### src/rtl/core/lagb_pkg.sv
// ----------------------------------------------------------------------------
// lagb_pkg
// Shared constants, register codes and types of the lidar angle gate and
// nearest-range binner.
// ----------------------------------------------------------------------------
package lagb_pkg;

  localparam int BIN_TOTAL    = 450;
  localparam int WINDOW_SLOTS = 3;
  localparam int TURN         = 36000;
  localparam int HALF_TURN    = 18000;

  localparam int BIN_W  = $clog2(BIN_TOTAL);
  localparam int ANG_W  = 18;
  localparam int RNG_W  = 16;
  localparam int CONF_W = 8;
  localparam int IDX_W  = 9;
  localparam int ST_W   = 2;

  // Wrapped angle and rounding numerator widths.
  localparam int WRAP_W = ANG_W + 1;
  localparam int NUMS_W = 28;
  localparam int NUM_W  = 26;

  // Division by one turn is a multiply by a rounded-up reciprocal.
  localparam int      RECIP_SH = 42;
  localparam int      RECIP_W  = 27;
  localparam longint  RECIP    = ((64'd1 << RECIP_SH) + TURN - 1) / TURN;
  localparam int      PROD_W   = NUM_W + RECIP_W;
  localparam int      Q_W      = PROD_W - RECIP_SH;

  // Bin status codes.
  localparam logic [ST_W-1:0] ST_EMPTY   = 2'd0;
  localparam logic [ST_W-1:0] ST_INVALID = 2'd1;
  localparam logic [ST_W-1:0] ST_VALID   = 2'd2;

  // Configuration register indexes.
  localparam int CFG_IDX_W = 3;
  localparam logic [CFG_IDX_W-1:0] REG_WIN_COUNT = 3'd0;
  localparam logic [CFG_IDX_W-1:0] REG_WIN0_LO   = 3'd1;
  localparam logic [CFG_IDX_W-1:0] REG_WIN0_HI   = 3'd2;
  localparam logic [CFG_IDX_W-1:0] REG_WIN1_LO   = 3'd3;
  localparam logic [CFG_IDX_W-1:0] REG_WIN1_HI   = 3'd4;
  localparam logic [CFG_IDX_W-1:0] REG_WIN2_LO   = 3'd5;
  localparam logic [CFG_IDX_W-1:0] REG_WIN2_HI   = 3'd6;

  typedef struct packed {
    logic [ST_W-1:0]   status;
    logic [RNG_W-1:0]  rng;
    logic [CONF_W-1:0] conf;
  } lagb_entry_t;

  localparam int ENTRY_W = $bits(lagb_entry_t);

  typedef struct packed {
    logic [1:0]                          count;
    logic [WINDOW_SLOTS-1:0][ANG_W-1:0]  lo;
    logic [WINDOW_SLOTS-1:0][ANG_W-1:0]  hi;
  } lagb_win_t;

  // One request to the bin store.
  typedef struct packed {
    logic              vld;
    logic              rd;
    logic              hit;
    logic [BIN_W-1:0]  bin;
    logic [IDX_W-1:0]  ridx;
    logic [RNG_W-1:0]  rng;
    logic [CONF_W-1:0] conf;
  } lagb_req_t;

  typedef struct packed {
    logic              vld;
    logic [IDX_W-1:0]  index;
    lagb_entry_t       entry;
  } lagb_res_t;

endpackage

### src/rtl/core/lagb_front.sv
// ----------------------------------------------------------------------------
// lagb_front
// Input pipeline: window gate, single wrap of the angle and rounding of the
// angle to its bin over three register stages.
// ----------------------------------------------------------------------------
module lagb_front
  import lagb_pkg::*;
(
  input  logic              clk,
  input  logic              rst_n,
  input  logic              adv,
  input  logic              acc,
  input  logic              kind,
  input  logic [ANG_W-1:0]  angle,
  input  logic [RNG_W-1:0]  rng,
  input  logic [CONF_W-1:0] conf,
  input  logic [IDX_W-1:0]  ridx,
  input  lagb_win_t         win,
  output lagb_req_t         req
);

  // Stage 1: accepted item.
  logic              s1_vld_r;
  logic              s1_kind_r;
  logic [ANG_W-1:0]  s1_ang_r;
  logic [RNG_W-1:0]  s1_rng_r;
  logic [CONF_W-1:0] s1_conf_r;
  logic [IDX_W-1:0]  s1_ridx_r;

  // Stage 2: gate result and rounding numerator.
  logic              s2_vld_r;
  logic              s2_kind_r;
  logic              s2_keep_r;
  logic              s2_neg_r;
  logic [NUM_W-1:0]  s2_num_r;
  logic [RNG_W-1:0]  s2_rng_r;
  logic [CONF_W-1:0] s2_conf_r;
  logic [IDX_W-1:0]  s2_ridx_r;

  // Stage 3: reciprocal product.
  logic              s3_vld_r;
  logic              s3_kind_r;
  logic              s3_keep_r;
  logic              s3_neg_r;
  logic [PROD_W-1:0] s3_prod_r;
  logic [RNG_W-1:0]  s3_rng_r;
  logic [CONF_W-1:0] s3_conf_r;
  logic [IDX_W-1:0]  s3_ridx_r;

  logic                     keep_nxt;
  logic signed [WRAP_W-1:0] wrap;
  logic signed [NUMS_W-1:0] num_s;
  logic [PROD_W-1:0]        prod_nxt;
  logic [Q_W-1:0]           quot;
  logic [BIN_W-1:0]         beam_bin;

  always_comb begin
    logic signed [ANG_W-1:0] ang;
    ang = $signed(s1_ang_r);
    keep_nxt = (win.count == 2'd0);
    for (int i = 0; i < WINDOW_SLOTS; i++) begin
      if ((2'(i) < win.count) && (ang >= $signed(win.lo[i]))
          && (ang <= $signed(win.hi[i]))) begin
        keep_nxt = 1'b1;
      end
    end
  end

  always_comb begin
    wrap = WRAP_W'($signed(s1_ang_r));
    if (wrap < 0) begin
      wrap = wrap + WRAP_W'(TURN);
    end
    if (wrap >= WRAP_W'(TURN)) begin
      wrap = wrap - WRAP_W'(TURN);
    end
    num_s = NUMS_W'(wrap) * NUMS_W'(BIN_TOTAL) + NUMS_W'(HALF_TURN);
  end

  assign prod_nxt = PROD_W'(s2_num_r) * PROD_W'(RECIP);

  always_comb begin
    quot = s3_prod_r[PROD_W-1:RECIP_SH];
    if (s3_neg_r) begin
      beam_bin = '0;
    end else if (quot > Q_W'(BIN_TOTAL - 1)) begin
      beam_bin = BIN_W'(BIN_TOTAL - 1);
    end else begin
      beam_bin = quot[BIN_W-1:0];
    end
  end

  always_ff @(posedge clk) begin
    if (!rst_n) begin
      s1_vld_r <= 1'b0;
      s2_vld_r <= 1'b0;
      s3_vld_r <= 1'b0;
    end else if (adv) begin
      s1_vld_r <= acc;
      s2_vld_r <= s1_vld_r;
      s3_vld_r <= s2_vld_r;
    end
  end

  always_ff @(posedge clk) begin
    if (adv) begin
      s1_kind_r <= kind;
      s1_ang_r  <= angle;
      s1_rng_r  <= rng;
      s1_conf_r <= conf;
      s1_ridx_r <= ridx;

      s2_kind_r <= s1_kind_r;
      s2_keep_r <= keep_nxt;
      s2_neg_r  <= num_s[NUMS_W-1];
      s2_num_r  <= num_s[NUM_W-1:0];
      s2_rng_r  <= s1_rng_r;
      s2_conf_r <= s1_conf_r;
      s2_ridx_r <= s1_ridx_r;

      s3_kind_r <= s2_kind_r;
      s3_keep_r <= s2_keep_r;
      s3_neg_r  <= s2_neg_r;
      s3_prod_r <= prod_nxt;
      s3_rng_r  <= s2_rng_r;
      s3_conf_r <= s2_conf_r;
      s3_ridx_r <= s2_ridx_r;
    end
  end

  // A beam outside every enabled window leaves the pipeline here.
  always_comb begin
    req.vld  = s3_vld_r && (s3_kind_r || s3_keep_r);
    req.rd   = s3_kind_r;
    req.ridx = s3_ridx_r;
    req.rng  = s3_rng_r;
    req.conf = s3_conf_r;
    if (s3_kind_r) begin
      req.hit = (s3_ridx_r < IDX_W'(BIN_TOTAL));
      req.bin = s3_ridx_r[BIN_W-1:0];
    end else begin
      req.hit = 1'b1;
      req.bin = beam_bin;
    end
  end

  a_bin_in_range: assert property (@(posedge clk) disable iff (!rst_n)
    (req.vld && req.hit) |-> (req.bin < BIN_W'(BIN_TOTAL)))
    else $error("bin address beyond the store");

endmodule

### config.mk
export PLATFORM = sky130hd
export DESIGN_NAME = lagb_front
export DESIGN_NICKNAME = d
export VERILOG_FILES = /design/src/rtl/core/lagb_pkg.sv /design/src/rtl/core/lagb_front.sv
export SDC_FILE = /design/constraint.sdc
export NUM_CORES = 1
export LEC_CHECK = 0
export BUFFER_PORTS_ARGS = -buffer_cell sky130_fd_sc_hd__buf_2
export CAP_MARGIN = 30
export CORE_MARGIN = 10
export CORE_UTILIZATION = 56
export CTS_CLUSTER_DIAMETER = 120
export DETAILED_ROUTE_END_ITERATION = 8
export PLACE_DENSITY = 0.76
export SLEW_MARGIN = 20
export SYNTH_ARGS = -nofsm -noshare
export SYNTH_HDL_FRONTEND = slang
export SYNTH_SLANG_ARGS = --single-unit
### constraint.sdc
create_clock -name clk -period 7 [get_ports clk]
set_input_delay 1.4 -clock clk [delete_from_list [all_inputs] [get_ports clk]]
set_output_delay 1.4 -clock clk [all_outputs]
set_load 0.05 [all_outputs]
## Word level (Yosys, flattened, before mapping)

Cells that the tools add are included.
W data, S select, Z words.

- Logic and storage cells: 55
- Register bits: 206

- $add $sub $neg: 3
- Mux-type cells: 5
- Order comparisons: 13
- Reduce and logical (&&, ||, !) cells: 10
- $mul: 2

Operator list:

| operator | count |
|---|---|
| $ge A18 B18 Y1 | 3 |
| $le A18 B18 Y1 | 3 |
| $mul A26 B27 Y53 const B | 1 |
| $mux W19 | 2 |
| $add A28 B16 Y28 const B | 1 |
| $mul A19 B9 Y27 const B | 1 |
| $add A18 B17 Y19 const B | 1 |
| $ge A19 B17 Y1 const B | 1 |
| $sub A19 B17 Y19 const B | 1 |
| $lt A18 B1 Y1 const B | 1 |
| $mux W9 | 2 |
| $gt A11 B9 Y1 const B | 1 |
| $mux W10 | 1 |
| $lt A9 B9 Y1 const B | 1 |
| $logic_and A1 B1 Y1 | 7 |
| $lt A1 B2 Y1 const A | 2 |
| $reduce_or A3 Y1 | 1 |
| $logic_not A2 Y1 | 1 |
| $lt A2 B2 Y1 const A | 1 |
| $logic_or A1 B1 Y1 | 1 |

## Logic depth before layout (Yosys ltp)

Gate-level depths: netlist (run 1).

- Word-level depth: 6
- Gate-level depth with buffers: 29
- Depth with buffers taken out: 28

## Least setup slack after synthesis (run 1)

Ideal clock, no wire load.

- Path type: reg-to-reg
- Start point: register s1_ang_r[6]
- End point: register s2_neg_r, data pin
- Required time: 6.742 ns
- Arrival time: 6.438 ns
- Stages on the path, launching flop included: 30
- Slack: 0.304 ns
- Period minus slack after synthesis: 6.696 ns
- Cell sequence: edfxtp_1 -> ha_1 -> mux2i_1 -> ha_1 -> o31a_1 -> o311ai_1 -> nor2b_1 -> o21ai_2 -> and2_1 -> buf_2 -> nor2_1 -> xnor2_2 -> ha_1 -> ha_1 -> xnor2_1 -> fa_1 -> inv_1 -> ha_1 -> ha_1 -> clkbuf_1 -> a21oi_1 -> nand2_1 -> or4_1 -> a21oi_1 -> nor3_1 -> nor3_1 -> nand4b_1 -> and3_1 -> nor2_1 -> xnor2_1

- Longest elaborated chain between the ends: 6
- Elaborated cells on any way between the ends: 8

Ends and longest elaborated chain:

| what | RTL line | source |
|---|---|---|
| start, declared | lagb_front.sv:25 | `logic [ANG_W-1:0] s1_ang_r;` |
| start signal, assigned | lagb_front.sv:108 | `s1_ang_r <= angle;` |
| $add A18 B17 Y19 or $lt A18 B1 Y1 (tied branches) | lagb_front.sv:72, lagb_front.sv:71 |  |
| $mux W19 (*) | lagb_front.sv:71 | `if (wrap < 0) begin` |
| $sub A19 B17 Y19 or $ge A19 B17 Y1 (tied branches) | lagb_front.sv:75, lagb_front.sv:74 |  |
| $mux W19 (*) | lagb_front.sv:74 | `if (wrap >= WRAP_W'(TURN)) begin` |
| $mul A19 B9 Y27 (*) | lagb_front.sv:77 | `num_s = NUMS_W'(wrap) * NUMS_W'(BIN_TOTAL) + NUMS_W'(HALF_TURN);` |
| $add A28 B16 Y28 (*) | lagb_front.sv:77 |  |
| net num_s[27] | lagb_front.sv:52 | `logic signed [NUMS_W-1:0] num_s;` |
| end signal, assigned | lagb_front.sv:115 | `s2_neg_r <= num_s[NUMS_W-1];` |
| end, declared | lagb_front.sv:34 | `logic s2_neg_r;` |

The timed path passes the listed nets; every way through them passes the cells marked *.
A chain may end at the register's enable or synchronous reset.

## Final worst setup path (run 1)

- Start point: register s2_num_r[23]
- End point: register s3_prod_r[52], data pin

- Longest elaborated chain between the ends: 1

Ends and longest elaborated chain:

| what | RTL line | source |
|---|---|---|
| start, declared | lagb_front.sv:35 | `logic [NUM_W-1:0] s2_num_r;` |
| start signal, assigned | lagb_front.sv:116 | `s2_num_r <= num_s[NUM_W-1:0];` |
| $mul A26 B27 Y53 | lagb_front.sv:80 | `assign prod_nxt = PROD_W'(s2_num_r) * PROD_W'(RECIP);` |
| net prod_nxt[52] | lagb_front.sv:53 | `logic [PROD_W-1:0] prod_nxt;` |
| end signal, assigned | lagb_front.sv:124 | `s3_prod_r <= prod_nxt;` |
| end, declared | lagb_front.sv:45 | `logic [PROD_W-1:0] s3_prod_r;` |

The timed path passes the listed nets, and every way through them passes these cells.

==> results of run 1 <==
==> path summary, 6_finish.rpt <==
check / startpoint / cells after the start / slack (ns) / to
worst max-delay path: s2_num_r[23] / 19 / 0.20 / s3_prod_r[52]
worst max register to register: s2_num_r[23] / 19 / 0.20 / s3_prod_r[52]
worst min-delay path: s1_conf_r[3] / 0 / 0.41 / s2_conf_r[3]
worst min register to register: s1_conf_r[3] / 0 / 0.41 / s2_conf_r[3]
==> state kept, by name, indices dropped and copies added, names as in the netlist, 8 cells and up <==
name,cells
s2_rng_r,16
s2_ridx_r,9
s3_conf_r,8
s2_conf_r,8
s2_num_r,25
s1_ridx_r,9
s3_prod_r,11
s1_rng_r,16
s1_ang_r,18
s3_rng_r,16
s1_conf_r,8
s3_ridx_r,9
==> per-layer routing <==
layer	up-vias	track usage [%]	wire [um]
met1	7503	26.3	20700
met2	388	45.0	29200
met5	-	0	0
met3	116	3.30	1840
li1	7208	-	-
met4	0	9.81	2210
==> cell type report <==
| cell class | instances | area [um^2] |
|---|---|---|
| inverters | 426 | 1600 |
| repair buffers | 285 | 1630 |
| multi-input cells | 1332 | 14800 |
| fillers | 2977 | 13400 |
| flip-flops and latches | 163 | 4860 |
| diodes | 4 | 10.0 |
| clock inverters | 15 | 165 |
| clock buffers | 17 | 425 |
| well taps | 511 | 639 |
==> timing repair <==
| action | in CTS | in global routing |
|---|---|---|
| pin swaps | 0 | 19 |
| endpoints found under the setup margin | 2 | 13 |
| buffers inserted | 1 | 13 |
| resized for setup | 2 | 27 |
==> cells by family after synthesis <==
kind of cell,Yosys count
DFF,163
buffers and inverters,441
and+or+nand+nor,254
xor gates and xnor gates,90
adders and majority gates,702
muxes,10
AOI/OAI and AO/OA,276
==> cells in the final DEF, fill, tap and decap left out, types with 9 or more instances in the layout <==
cell and count:
sky130_fd_sc_hd__nor2b_1 20, sky130_fd_sc_hd__ha_1 480, sky130_fd_sc_hd__o21a_1 12, sky130_fd_sc_hd__nor2_1 53, sky130_fd_sc_hd__xnor2_2 10, sky130_fd_sc_hd__nand4_1 33, sky130_fd_sc_hd__xor2_1 32, sky130_fd_sc_hd__o21ai_0 38
sky130_fd_sc_hd__clkbuf_16 17, sky130_fd_sc_hd__inv_1 426, sky130_fd_sc_hd__mux2i_1 10, sky130_fd_sc_hd__edfxtp_1 160, sky130_fd_sc_hd__nor4_1 9, sky130_fd_sc_hd__buf_2 209, sky130_fd_sc_hd__xnor2_1 48, sky130_fd_sc_hd__a21oi_1 61
sky130_fd_sc_hd__nor3_1 18, sky130_fd_sc_hd__a21o_1 68, sky130_fd_sc_hd__buf_4 73, sky130_fd_sc_hd__a211oi_1 13, sky130_fd_sc_hd__nand3_1 21, sky130_fd_sc_hd__fa_1 218, sky130_fd_sc_hd__nand2_1 46
==> through the flow <==
| step | setup TNS, ns | util, % | instance area, um^2 | instances |
|---|---|---|---|---|
| 2_1_floorplan | 0 | - | 21200 | 1936 |
| 5_1_grt | -0.254 | 64.4 | 24100 | 2753 |
| 6_report | 0 | 64.4 | 24100 | 2753 |
| 3_5_place_dp | -0.0366 | 62.1 | 23300 | 2703 |
| 4_1_cts | 0 | 63.7 | 23900 | 2736 |
| 3_3_place_gp | -0.00763 | 62.1 | 23300 | 2703 |
==> critical path, delay by kind of cell, from the launching register on <==
| family | cells | cell delay, ns |
|---|---|---|
| compound gates | 5 | 1.10 |
| simple gates | 3 | 0.75 |
| buf+inv | 2 | 0.11 |
| xor+xnor | 1 | 0.13 |
| fa+ha+maj | 8 | 3.91 |
| flops | 1 | 0.53 |
==> results.md, run 1 <==
## Timing
• **minimum hold slack** 0.415 ns
• **slew of the pin with the lowest slew margin** 0.981 ns
• **count of pins over their slew limit** 0
• **Final Hold Violating Endpoints** 0
• **worst clock skew on the final layout** 0.0131 ns
• **highest achievable clock rate** 0.147 GHz
• **setup repair after global routing missed its margin** true
• **time the worst path needs with I/O delays and setup** 6.80 ns
• **count of final setup violators** 0
• **Final Worst Setup Slack** 0.203 ns
• **Relative slew margins** 34.6%
• **post-route clock period utilization** 97.1%

## Floorplanning
• **boundary pin count** 211
• **standard-cell rows** 71
• **Die ar.** 46100 um^2
• **Core Area** 37500 um^2
• **Horiz. Die Dim** 215 um
• **die height** 215 um
• **starting density of the core** 56.6%

## Synth
• **post-synthesis async set-or-reset flop share** 0%
• **multiplexer area fraction after synthesis** 0.472%
• **largest family of logic cells by synthesized area** adder cells
• **simple logic cell fraction of the synthesized area** 6.28%
• **dominant cell by count in the synthesized netlist** sky130_fd_sc_hd__ha_1
• **most instantiated flip-flop cell in the synthesis netlist** sky130_fd_sc_hd__edfxtp_1
• **Post-Synthesis Cell Area** 21200 um^2
• **share of synthesized area occupied by flip-flops and latches** 22.9%
• **adder-cell share of the synthesized area** 49.1%
• **number of flops mapped to enable cells by yosys** 160
• **post-synthesis cell type count** 80
• **cell types with the highest counts after synthesis** sky130_fd_sc_hd__ha_1 (484), sky130_fd_sc_hd__inv_1 (426), sky130_fd_sc_hd__fa_1 (218), sky130_fd_sc_hd__edfxtp_1 (160), sky130_fd_sc_hd__a21o_1 (68)
• **compound-gate portion of the synthesized area** 9.39%
• **number of flip-flops and latches in the synthesized netlist** 163
• **Yosys top cell by area** sky130_fd_sc_hd__ha_1
• **warning count from the yosys run** 0
• **post-synth top area share** 28.5%
• **cell count after synthesis** 1936
• **synthesized net count** 2804
• **leading post-synthesis cells by cell area** sky130_fd_sc_hd__ha_1 (29%), sky130_fd_sc_hd__edfxtp_1 (23%), sky130_fd_sc_hd__fa_1 (21%)
• **synthesized area divided by synthesized cell count** 11.0 um^2
• **synthesized-area fraction occupied by xor and xnor cells** 3.89%

## Setup path
• **cell seen most often among critical-path stages** sky130_fd_sc_hd__fa_1
• **largest fanout on the critical path** 4
• **critical setup path kind** register to register
• **standard cell with the maximum stage delay on the critical path** sky130_fd_sc_hd__fa_1
• **Setup crit end kind** register
• **required arrival time at the worst endpoint** 7.18 ns
• **list of cells traversed by the critical path** fa_1 -> inv_1 -> fa_1 -> fa_1 -> inv_1 -> fa_1 -> fa_1 -> fa_1 -> fa_1 -> ha_1 -> nand3_1 -> or3_4 -> or2_2 -> o221a_2 -> o221a_4 -> o21a_1 -> o21bai_1 -> a21oi_1 -> xnor2_1
• **arrival time of data at the critical path endpoint** 6.98 ns
• **delay of the slowest cell on the worst path** 0.62 ns
• **Worst Setup Start Kind** register

## Placed design
• **# port buffers** 210
• **global placer's final weighted congestion** 0.965
• **HPWL reported at the end of detailed placement** 45.7 mm
• **worst setup slack before clock tree synthesis** -0.0355 ns

## Final layout
• **area overhead of the layout relative to synthesis** 13.7%
• **proportion of layout cells with a drive suffix above 1** 16.3%
• **final net count** 3093

## Global routing
• **wire length of the first global-routing pass** 87.9 mm
• **GRT overflow** 0
• **All-Layer GR Usage** 23.9%
• **vias in the first global route** 16900
• **initial antenna violation count** 4
• **maximum number of pins on one net before global-route repair** 96

## Detailed routing
• **Via density** 5.53
• **DRC violations left** 0
• **per-cell routed wire length** 19.6 um
• **First DRT Iteration DRCs** 807
• **drt first pass iters** 5
• **Total Routed Length** 54.0 mm
• **vias after detailed routing** 15200
• **count of antenna-violating nets left after detailed routing** 0

## Clocking
• **Skew-Pair Late Insertion Delay** 0.44 ns
• **Clock transition at path regs** 0.08 ns
• **CTS Hold Bufs** 0
• **Inserted Clock Buffers** 17
• **TritonCTS clock tree** built
• **Clock Sinks** 163
• **root buffer cell** sky130_fd_sc_hd__clkbuf_16
• **Clock H-tree levels** 4
• **Max clock buf depth** 2

## Min path
• **type of the tightest min-delay check** register to register

## Run
• **max-cap viol count** 0

## Run status
• **status** completed

Power of run 1 is left out: the tool's default activity adds up to more than one toggle a clock period on the data nets, which glitch-free logic cannot reach.
==> run 2: changes to the inputs <==
ABC_CLOCK_PERIOD_IN_PS = 8000   (was default)
CORE_UTILIZATION = 60   (was 56)
HOLD_SLACK_MARGIN = 0.08   (was default)
PLACE_DENSITY = 0.78   (was 0.76)
clock period = 8 ns   (was 7 ns; I/O delays follow)
==> run 2 against run 1 <==
Effect of this change: critical path depth is 5 higher; worst setup slack improved by 0.37 ns; first-iteration DRC count down 3.0%; core utilization grew 3.6 points; register-to-register slack gained 0.37 ns; design area shrank 2.3%; non-clock buffer count is 51 lower; final cell count down 3.9%; wire length fell by 1.8%; hold slack lost 0.0016 ns; critical endpoint is now s2_num_r[24]; largest cell class unchanged.
==> results.md, run 2 (same netlist as run 1, synthesis figures left out) <==
## Run status
• **status** completed

## Global routing
• **wire length of the first global-routing pass** 85.8 mm
• **initial antenna violation count** 5
• **All-Layer GR Usage** 24.7%
• **maximum number of pins on one net before global-route repair** 89
• **vias in the first global route** 16500
• **GRT overflow** 0

## Clocking
• **TritonCTS clock tree** built
• **Inserted Clock Buffers** 17
• **Skew-Pair Late Insertion Delay** 0.44 ns
• **Clock transition at path regs** 0.08 ns
• **Max clock buf depth** 2
• **Clock Sinks** 163
• **root buffer cell** sky130_fd_sc_hd__clkbuf_16
• **CTS Hold Bufs** 0
• **Clock H-tree levels** 4

## Timing
• **worst clock skew on the final layout** 0.0114 ns
• **highest achievable clock rate** 0.135 GHz
• **slew of the pin with the lowest slew margin** 0.852 ns
• **post-route clock period utilization** 92.8%
• **Final Hold Violating Endpoints** 0
• **Relative slew margins** 43.2%
• **count of final setup violators** 0
• **count of pins over their slew limit** 0
• **time the worst path needs with I/O delays and setup** 7.42 ns
• **setup repair after global routing missed its margin** false
• **Fin Setup TNS** 0 ns

## Detailed routing
• **First DRT Iteration DRCs** 783
• **Total Routed Length** 53.0 mm
• **count of antenna-violating nets left after detailed routing** 0
• **Via density** 5.65
• **per-cell routed wire length** 20.0 um
• **vias after detailed routing** 14900
• **DRC violations left** 0
• **drt first pass iters** 8

## Setup path
• **critical setup path kind** register to register
• **largest fanout on the critical path** 16
• **Setup crit end kind** register
• **Worst Setup Start Kind** register
• **arrival time of data at the critical path endpoint** 7.61 ns
• **internal reg-to-reg setup slack** 0.58 ns
• **required arrival time at the worst endpoint** 8.18 ns

## Final layout
• **area overhead of the layout relative to synthesis** 11.1%
• **final net count** 3042
• **leading cell types in the layout, fill and taps excluded** sky130_fd_sc_hd__ha_1 (484), sky130_fd_sc_hd__inv_1 (426), sky130_fd_sc_hd__fa_1 (218)
• **proportion of layout cells with a drive suffix above 1** 13.4%
• **register bank with the most flops** s2_num_r
• **Largest regs** s2_num_r: 25 flops, s1_ang_r: 18 flops
• **leading cell type in the layout, fill and taps excluded** sky130_fd_sc_hd__ha_1
• **flip-flop count of the largest register after layout** 25

## Floorplanning
• **die height** 208 um
• **starting density of the core** 61.1%
• **boundary pin count** 211
• **Horiz. Die Dim** 208 um
• **Core Area** 34700 um^2
• **Die ar.** 43300 um^2
• **standard-cell rows** 68

## Placed design
• **# port buffers** 210
• **HPWL reported at the end of detailed placement** 44.9 mm
• **global placer's final weighted congestion** 0.966

## Run
• **max-cap viol count** 0

## Min path
• **type of the tightest min-delay check** register to register

==> run 2: repair_timing <==
item	in CTS	in global routing
gates resized for setup	0	2
buffers inserted	0	4
endpoints found under the setup margin	0	2
endpoints found under the hold margin	0	0
==> run 2: path summary, 6_finish.rpt <==
kind	from	endpoint	cells after the start
setup / recovery	s1_ang_r[7]	s2_num_r[24]	24
hold / removal	s2_conf_r[3]	s3_conf_r[3]	0
hold reg to reg	s2_conf_r[3]	s3_conf_r[3]	0
setup reg to reg	s1_ang_r[7]	s2_num_r[24]	24
==> run 2: worst max-delay path: stages (launching register included) <==
cell	delay (ns)
sky130_fd_sc_hd__edfxtp_1	0.81
sky130_fd_sc_hd__nor2b_1	0.18
sky130_fd_sc_hd__a221oi_4	0.48
sky130_fd_sc_hd__o311ai_1	0.20
sky130_fd_sc_hd__nor2b_1	0.19
sky130_fd_sc_hd__o21ai_2	0.25
sky130_fd_sc_hd__and2_1	0.41
sky130_fd_sc_hd__mux2i_1	0.50
sky130_fd_sc_hd__ha_1	0.33
sky130_fd_sc_hd__ha_1	0.32
sky130_fd_sc_hd__a21o_1	0.17
sky130_fd_sc_hd__ha_1	0.31
sky130_fd_sc_hd__xor2_1	0.17
sky130_fd_sc_hd__ha_1	0.33
sky130_fd_sc_hd__ha_1	0.38
sky130_fd_sc_hd__a21o_1	0.18
sky130_fd_sc_hd__a21o_1	0.19
sky130_fd_sc_hd__a21o_1	0.20
sky130_fd_sc_hd__o21bai_1	0.18
sky130_fd_sc_hd__nand2_1	0.08
sky130_fd_sc_hd__o311ai_1	0.52
sky130_fd_sc_hd__o211a_1	0.28
sky130_fd_sc_hd__nand2_1	0.10
sky130_fd_sc_hd__nor3b_1	0.26
sky130_fd_sc_hd__xor2_1	0.10
==> run 2: final cells by class <==
| type | instances | area, um^2 |
|---|---|---|
| Clock buffer | 17 | 425 |
| Timing Repair Buffer | 234 | 1260 |
| Inverter | 426 | 1600 |
| Fill cell | 2603 | 11100 |
| Tap cell | 455 | 569 |
| Multi-Input combinational cell | 1332 | 14700 |
| Sequential cell | 163 | 4860 |
| Antenna cell | 5 | 12.5 |
| Clock inverter | 15 | 173 |
==> run 2: per-stage QoR <==
stage	worst slack (ns)	hold WS [ns]	cell area, um^2	util, %	instances
detailed placement	0.422	0.405	22900	66.0	2605
global placement	0.726	0.400	22900	66.0	2605
global route	0.0706	0.426	23600	67.9	2647
CTS	0.378	0.417	23500	67.7	2637
finish	0.575	0.413	23600	67.9	2647
floorplan	1.30	0.400	21200	-	1936
==> run 2: metal layers <==
metal	track usage (%)	vias up	routed length, um
met5	0	-	0
met4	7.95	0	1460
met3	3.32	87	2460
met2	46.6	438	28600
met1	27.9	7323	20500
li1	-	7100	-
Power of run 2 is left out for the same reason.
==> run 3: changes to the inputs <==
CELL_PAD_IN_SITES_DETAIL_PLACEMENT = 1   (was default)
CELL_PAD_IN_SITES_GLOBAL_PLACEMENT = 1   (was default)
CORE_UTILIZATION = 53   (was 60)
PLACE_DENSITY = 0.85   (was 0.78)
==> run 3 against run 2 <==
Effect of this change: count of clock-buffer cells in the layout up 1; non-clock buffer count fell by 6; via count rose by 7.5%; critical endpoint unchanged; highest routed layer unchanged.
==> results.md, run 3 (same netlist as run 1, synthesis figures left out) <==
## Setup path
• **required arrival time at the worst endpoint** 8.20 ns
• **Worst Setup Start Kind** register
• **largest fanout on the critical path** 7
• **arrival time of data at the critical path endpoint** 7.70 ns
• **critical setup path kind** register to register
• **Setup crit end kind** register

## Global routing
• **wire length of the first global-routing pass** 108 mm
• **All-Layer GR Usage** 29.5%
• **vias in the first global route** 19000
• **GRT overflow** 0
• **initial antenna violation count** 9
• **maximum number of pins on one net before global-route repair** 91

## Placed design
• **HPWL reported at the end of detailed placement** 55.5 mm
• **global placer's final weighted congestion** 0.921
• **# port buffers** 210

## Floorplanning
• **boundary pin count** 211
• **Die ar.** 48500 um^2
• **Core Area** 39600 um^2
• **starting density of the core** 53.5%
• **standard-cell rows** 73
• **Horiz. Die Dim** 220 um
• **die height** 220 um

## Clocking
• **TritonCTS clock tree** built
• **Clock H-tree levels** 4
• **root buffer cell** sky130_fd_sc_hd__clkbuf_16
• **Clock transition at path regs** 0.07 ns
• **Max clock buf depth** 2
• **Clock Sinks** 163
• **Inserted Clock Buffers** 17
• **Skew-Pair Late Insertion Delay** 0.47 ns

## Final layout
• **area overhead of the layout relative to synthesis** 11.7%
• **leading cell type in the layout, fill and taps excluded** sky130_fd_sc_hd__ha_1
• **proportion of layout cells with a drive suffix above 1** 13.2%
• **Largest regs** s2_num_r: 25 flops, s1_ang_r: 18 flops
• **total of fill cells in the finished design** 4343
• **final net count** 3036
• **register bank with the most flops** s2_num_r
• **area of the multi-input gates** 14700 um^2
• **Sequential Area** 4860 um^2
• **leading cell types in the layout, fill and taps excluded** sky130_fd_sc_hd__ha_1 (484), sky130_fd_sc_hd__inv_1 (426), sky130_fd_sc_hd__fa_1 (218)
• **flip-flop count of the largest register after layout** 25

## Detailed routing
• **vias after detailed routing** 16100
• **Total Routed Length** 70.9 mm
• **DRC violations left** 0
• **First DRT Iteration DRCs** 899
• **drt first pass iters** 5
• **Via density** 5.91
• **count of antenna-violating nets left after detailed routing** 0
• **per-cell routed wire length** 26.1 um

## Timing
• **Fin Setup TNS** 0 ns
• **post-route clock period utilization** 93.8%
• **highest achievable clock rate** 0.133 GHz
• **Final Hold Violating Endpoints** 0
• **count of final setup violators** 0
• **setup repair after global routing missed its margin** false
• **count of pins over their slew limit** 0
• **Relative slew margins** 35.2%
• **slew of the pin with the lowest slew margin** 0.971 ns
• **worst clock skew on the final layout** 0.0184 ns
• **time the worst path needs with I/O delays and setup** 7.50 ns

## Run status
• **status** completed

## Run
• **max-cap viol count** 0

## Min path
• **type of the tightest min-delay check** register to register

-- run 3: cell types whose count changed in the layout (fill, tap and decap cells not counted), sizes merged, moves of 3 or more --
cell,previous run,this run
inv,430,433
diode,5,12
buf,234,228
bufinv,0,4
clkinv,10,1
-- run 3: worst paths after layout --
path                            cells after the start    startpoint  slack [ns]      endpoint
worst max-delay path                               26   s1_ang_r[5]        0.50  s2_num_r[24]
worst min-delay path                                0  s1_conf_r[4]        0.42  s2_conf_r[4]
worst max register to register                     26   s1_ang_r[5]        0.50  s2_num_r[24]
worst min register to register                      0  s1_conf_r[4]        0.42  s2_conf_r[4]
-- run 3: worst max-delay path, cell delays in order (launching register included) --
cell                       delay (ns)
sky130_fd_sc_hd__edfxtp_1        0.40
sky130_fd_sc_hd__ha_1            0.34
sky130_fd_sc_hd__mux2i_1         0.31
sky130_fd_sc_hd__ha_1            0.27
sky130_fd_sc_hd__nor2b_1         0.19
sky130_fd_sc_hd__o311ai_1        0.12
sky130_fd_sc_hd__nor2b_1         0.19
sky130_fd_sc_hd__o21ai_2         0.26
sky130_fd_sc_hd__and2_1          0.42
sky130_fd_sc_hd__mux2i_1         0.47
sky130_fd_sc_hd__ha_1            0.32
sky130_fd_sc_hd__ha_1            0.33
sky130_fd_sc_hd__a21o_1          0.18
sky130_fd_sc_hd__ha_1            0.32
sky130_fd_sc_hd__xor2_1          0.18
sky130_fd_sc_hd__ha_1            0.33
sky130_fd_sc_hd__ha_1            0.38
sky130_fd_sc_hd__a21o_1          0.18
sky130_fd_sc_hd__a21o_1          0.19
sky130_fd_sc_hd__a21o_1          0.21
sky130_fd_sc_hd__o21bai_1        0.17
sky130_fd_sc_hd__nand2_1         0.08
sky130_fd_sc_hd__o311ai_0        0.63
sky130_fd_sc_hd__o211a_1         0.30
sky130_fd_sc_hd__nand2_1         0.10
sky130_fd_sc_hd__nor3b_1         0.28
sky130_fd_sc_hd__xor2_1          0.10
-- run 3: cell type report --
cell class,count,share of cell area [%]
Antenna cell,12,0.127
Clock buffer,18,1.81
Clock inverter,14,0.897
Inverter,426,6.75
Multi-Input combinational cell,1332,61.9
Sequential cell,163,20.5
Tap cell,525,2.77
Timing Repair Buffer,228,5.20
-- run 3: repair_timing --
action / CTS / global route
hold buffers: 0 / 0
buffers inserted: 0 / 2
resized for setup: 0 / 1
setup endpoints to repair: 0 / 2
hold endpoints to repair: 0 / 0
-- run 3: metrics by stage --
step | cells | util, % | worst slack, ns | hold slack [ns] | cell area (um^2)
2_1_floorplan | 1936 | - | 1.30 | 0.400 | 21200
3_3_place_gp | 2670 | 57.9 | 0.824 | 0.400 | 23000
3_5_place_dp | 2670 | 57.9 | 0.499 | 0.406 | 23000
4_1_cts | 2702 | 59.5 | 0.472 | 0.417 | 23600
5_1_grt | 2717 | 59.8 | 0.0207 | 0.429 | 23700
6_report | 2718 | 59.8 | 0.499 | 0.417 | 23700
-- run 3: per-layer routing --
| layer | share of wire [%] | track usage (%) | vias up |
|---|---|---|---|
| li1 | - | - | 7096 |
| met1 | 35 | 29.9 | 8024 |
| met2 | 53 | 55.1 | 659 |
| met3 | 5.0 | 5.39 | 293 |
| met4 | 6.8 | 18.4 | 0 |
| met5 | 0 | 0 | - |
Power of run 3 is left out for the same reason.
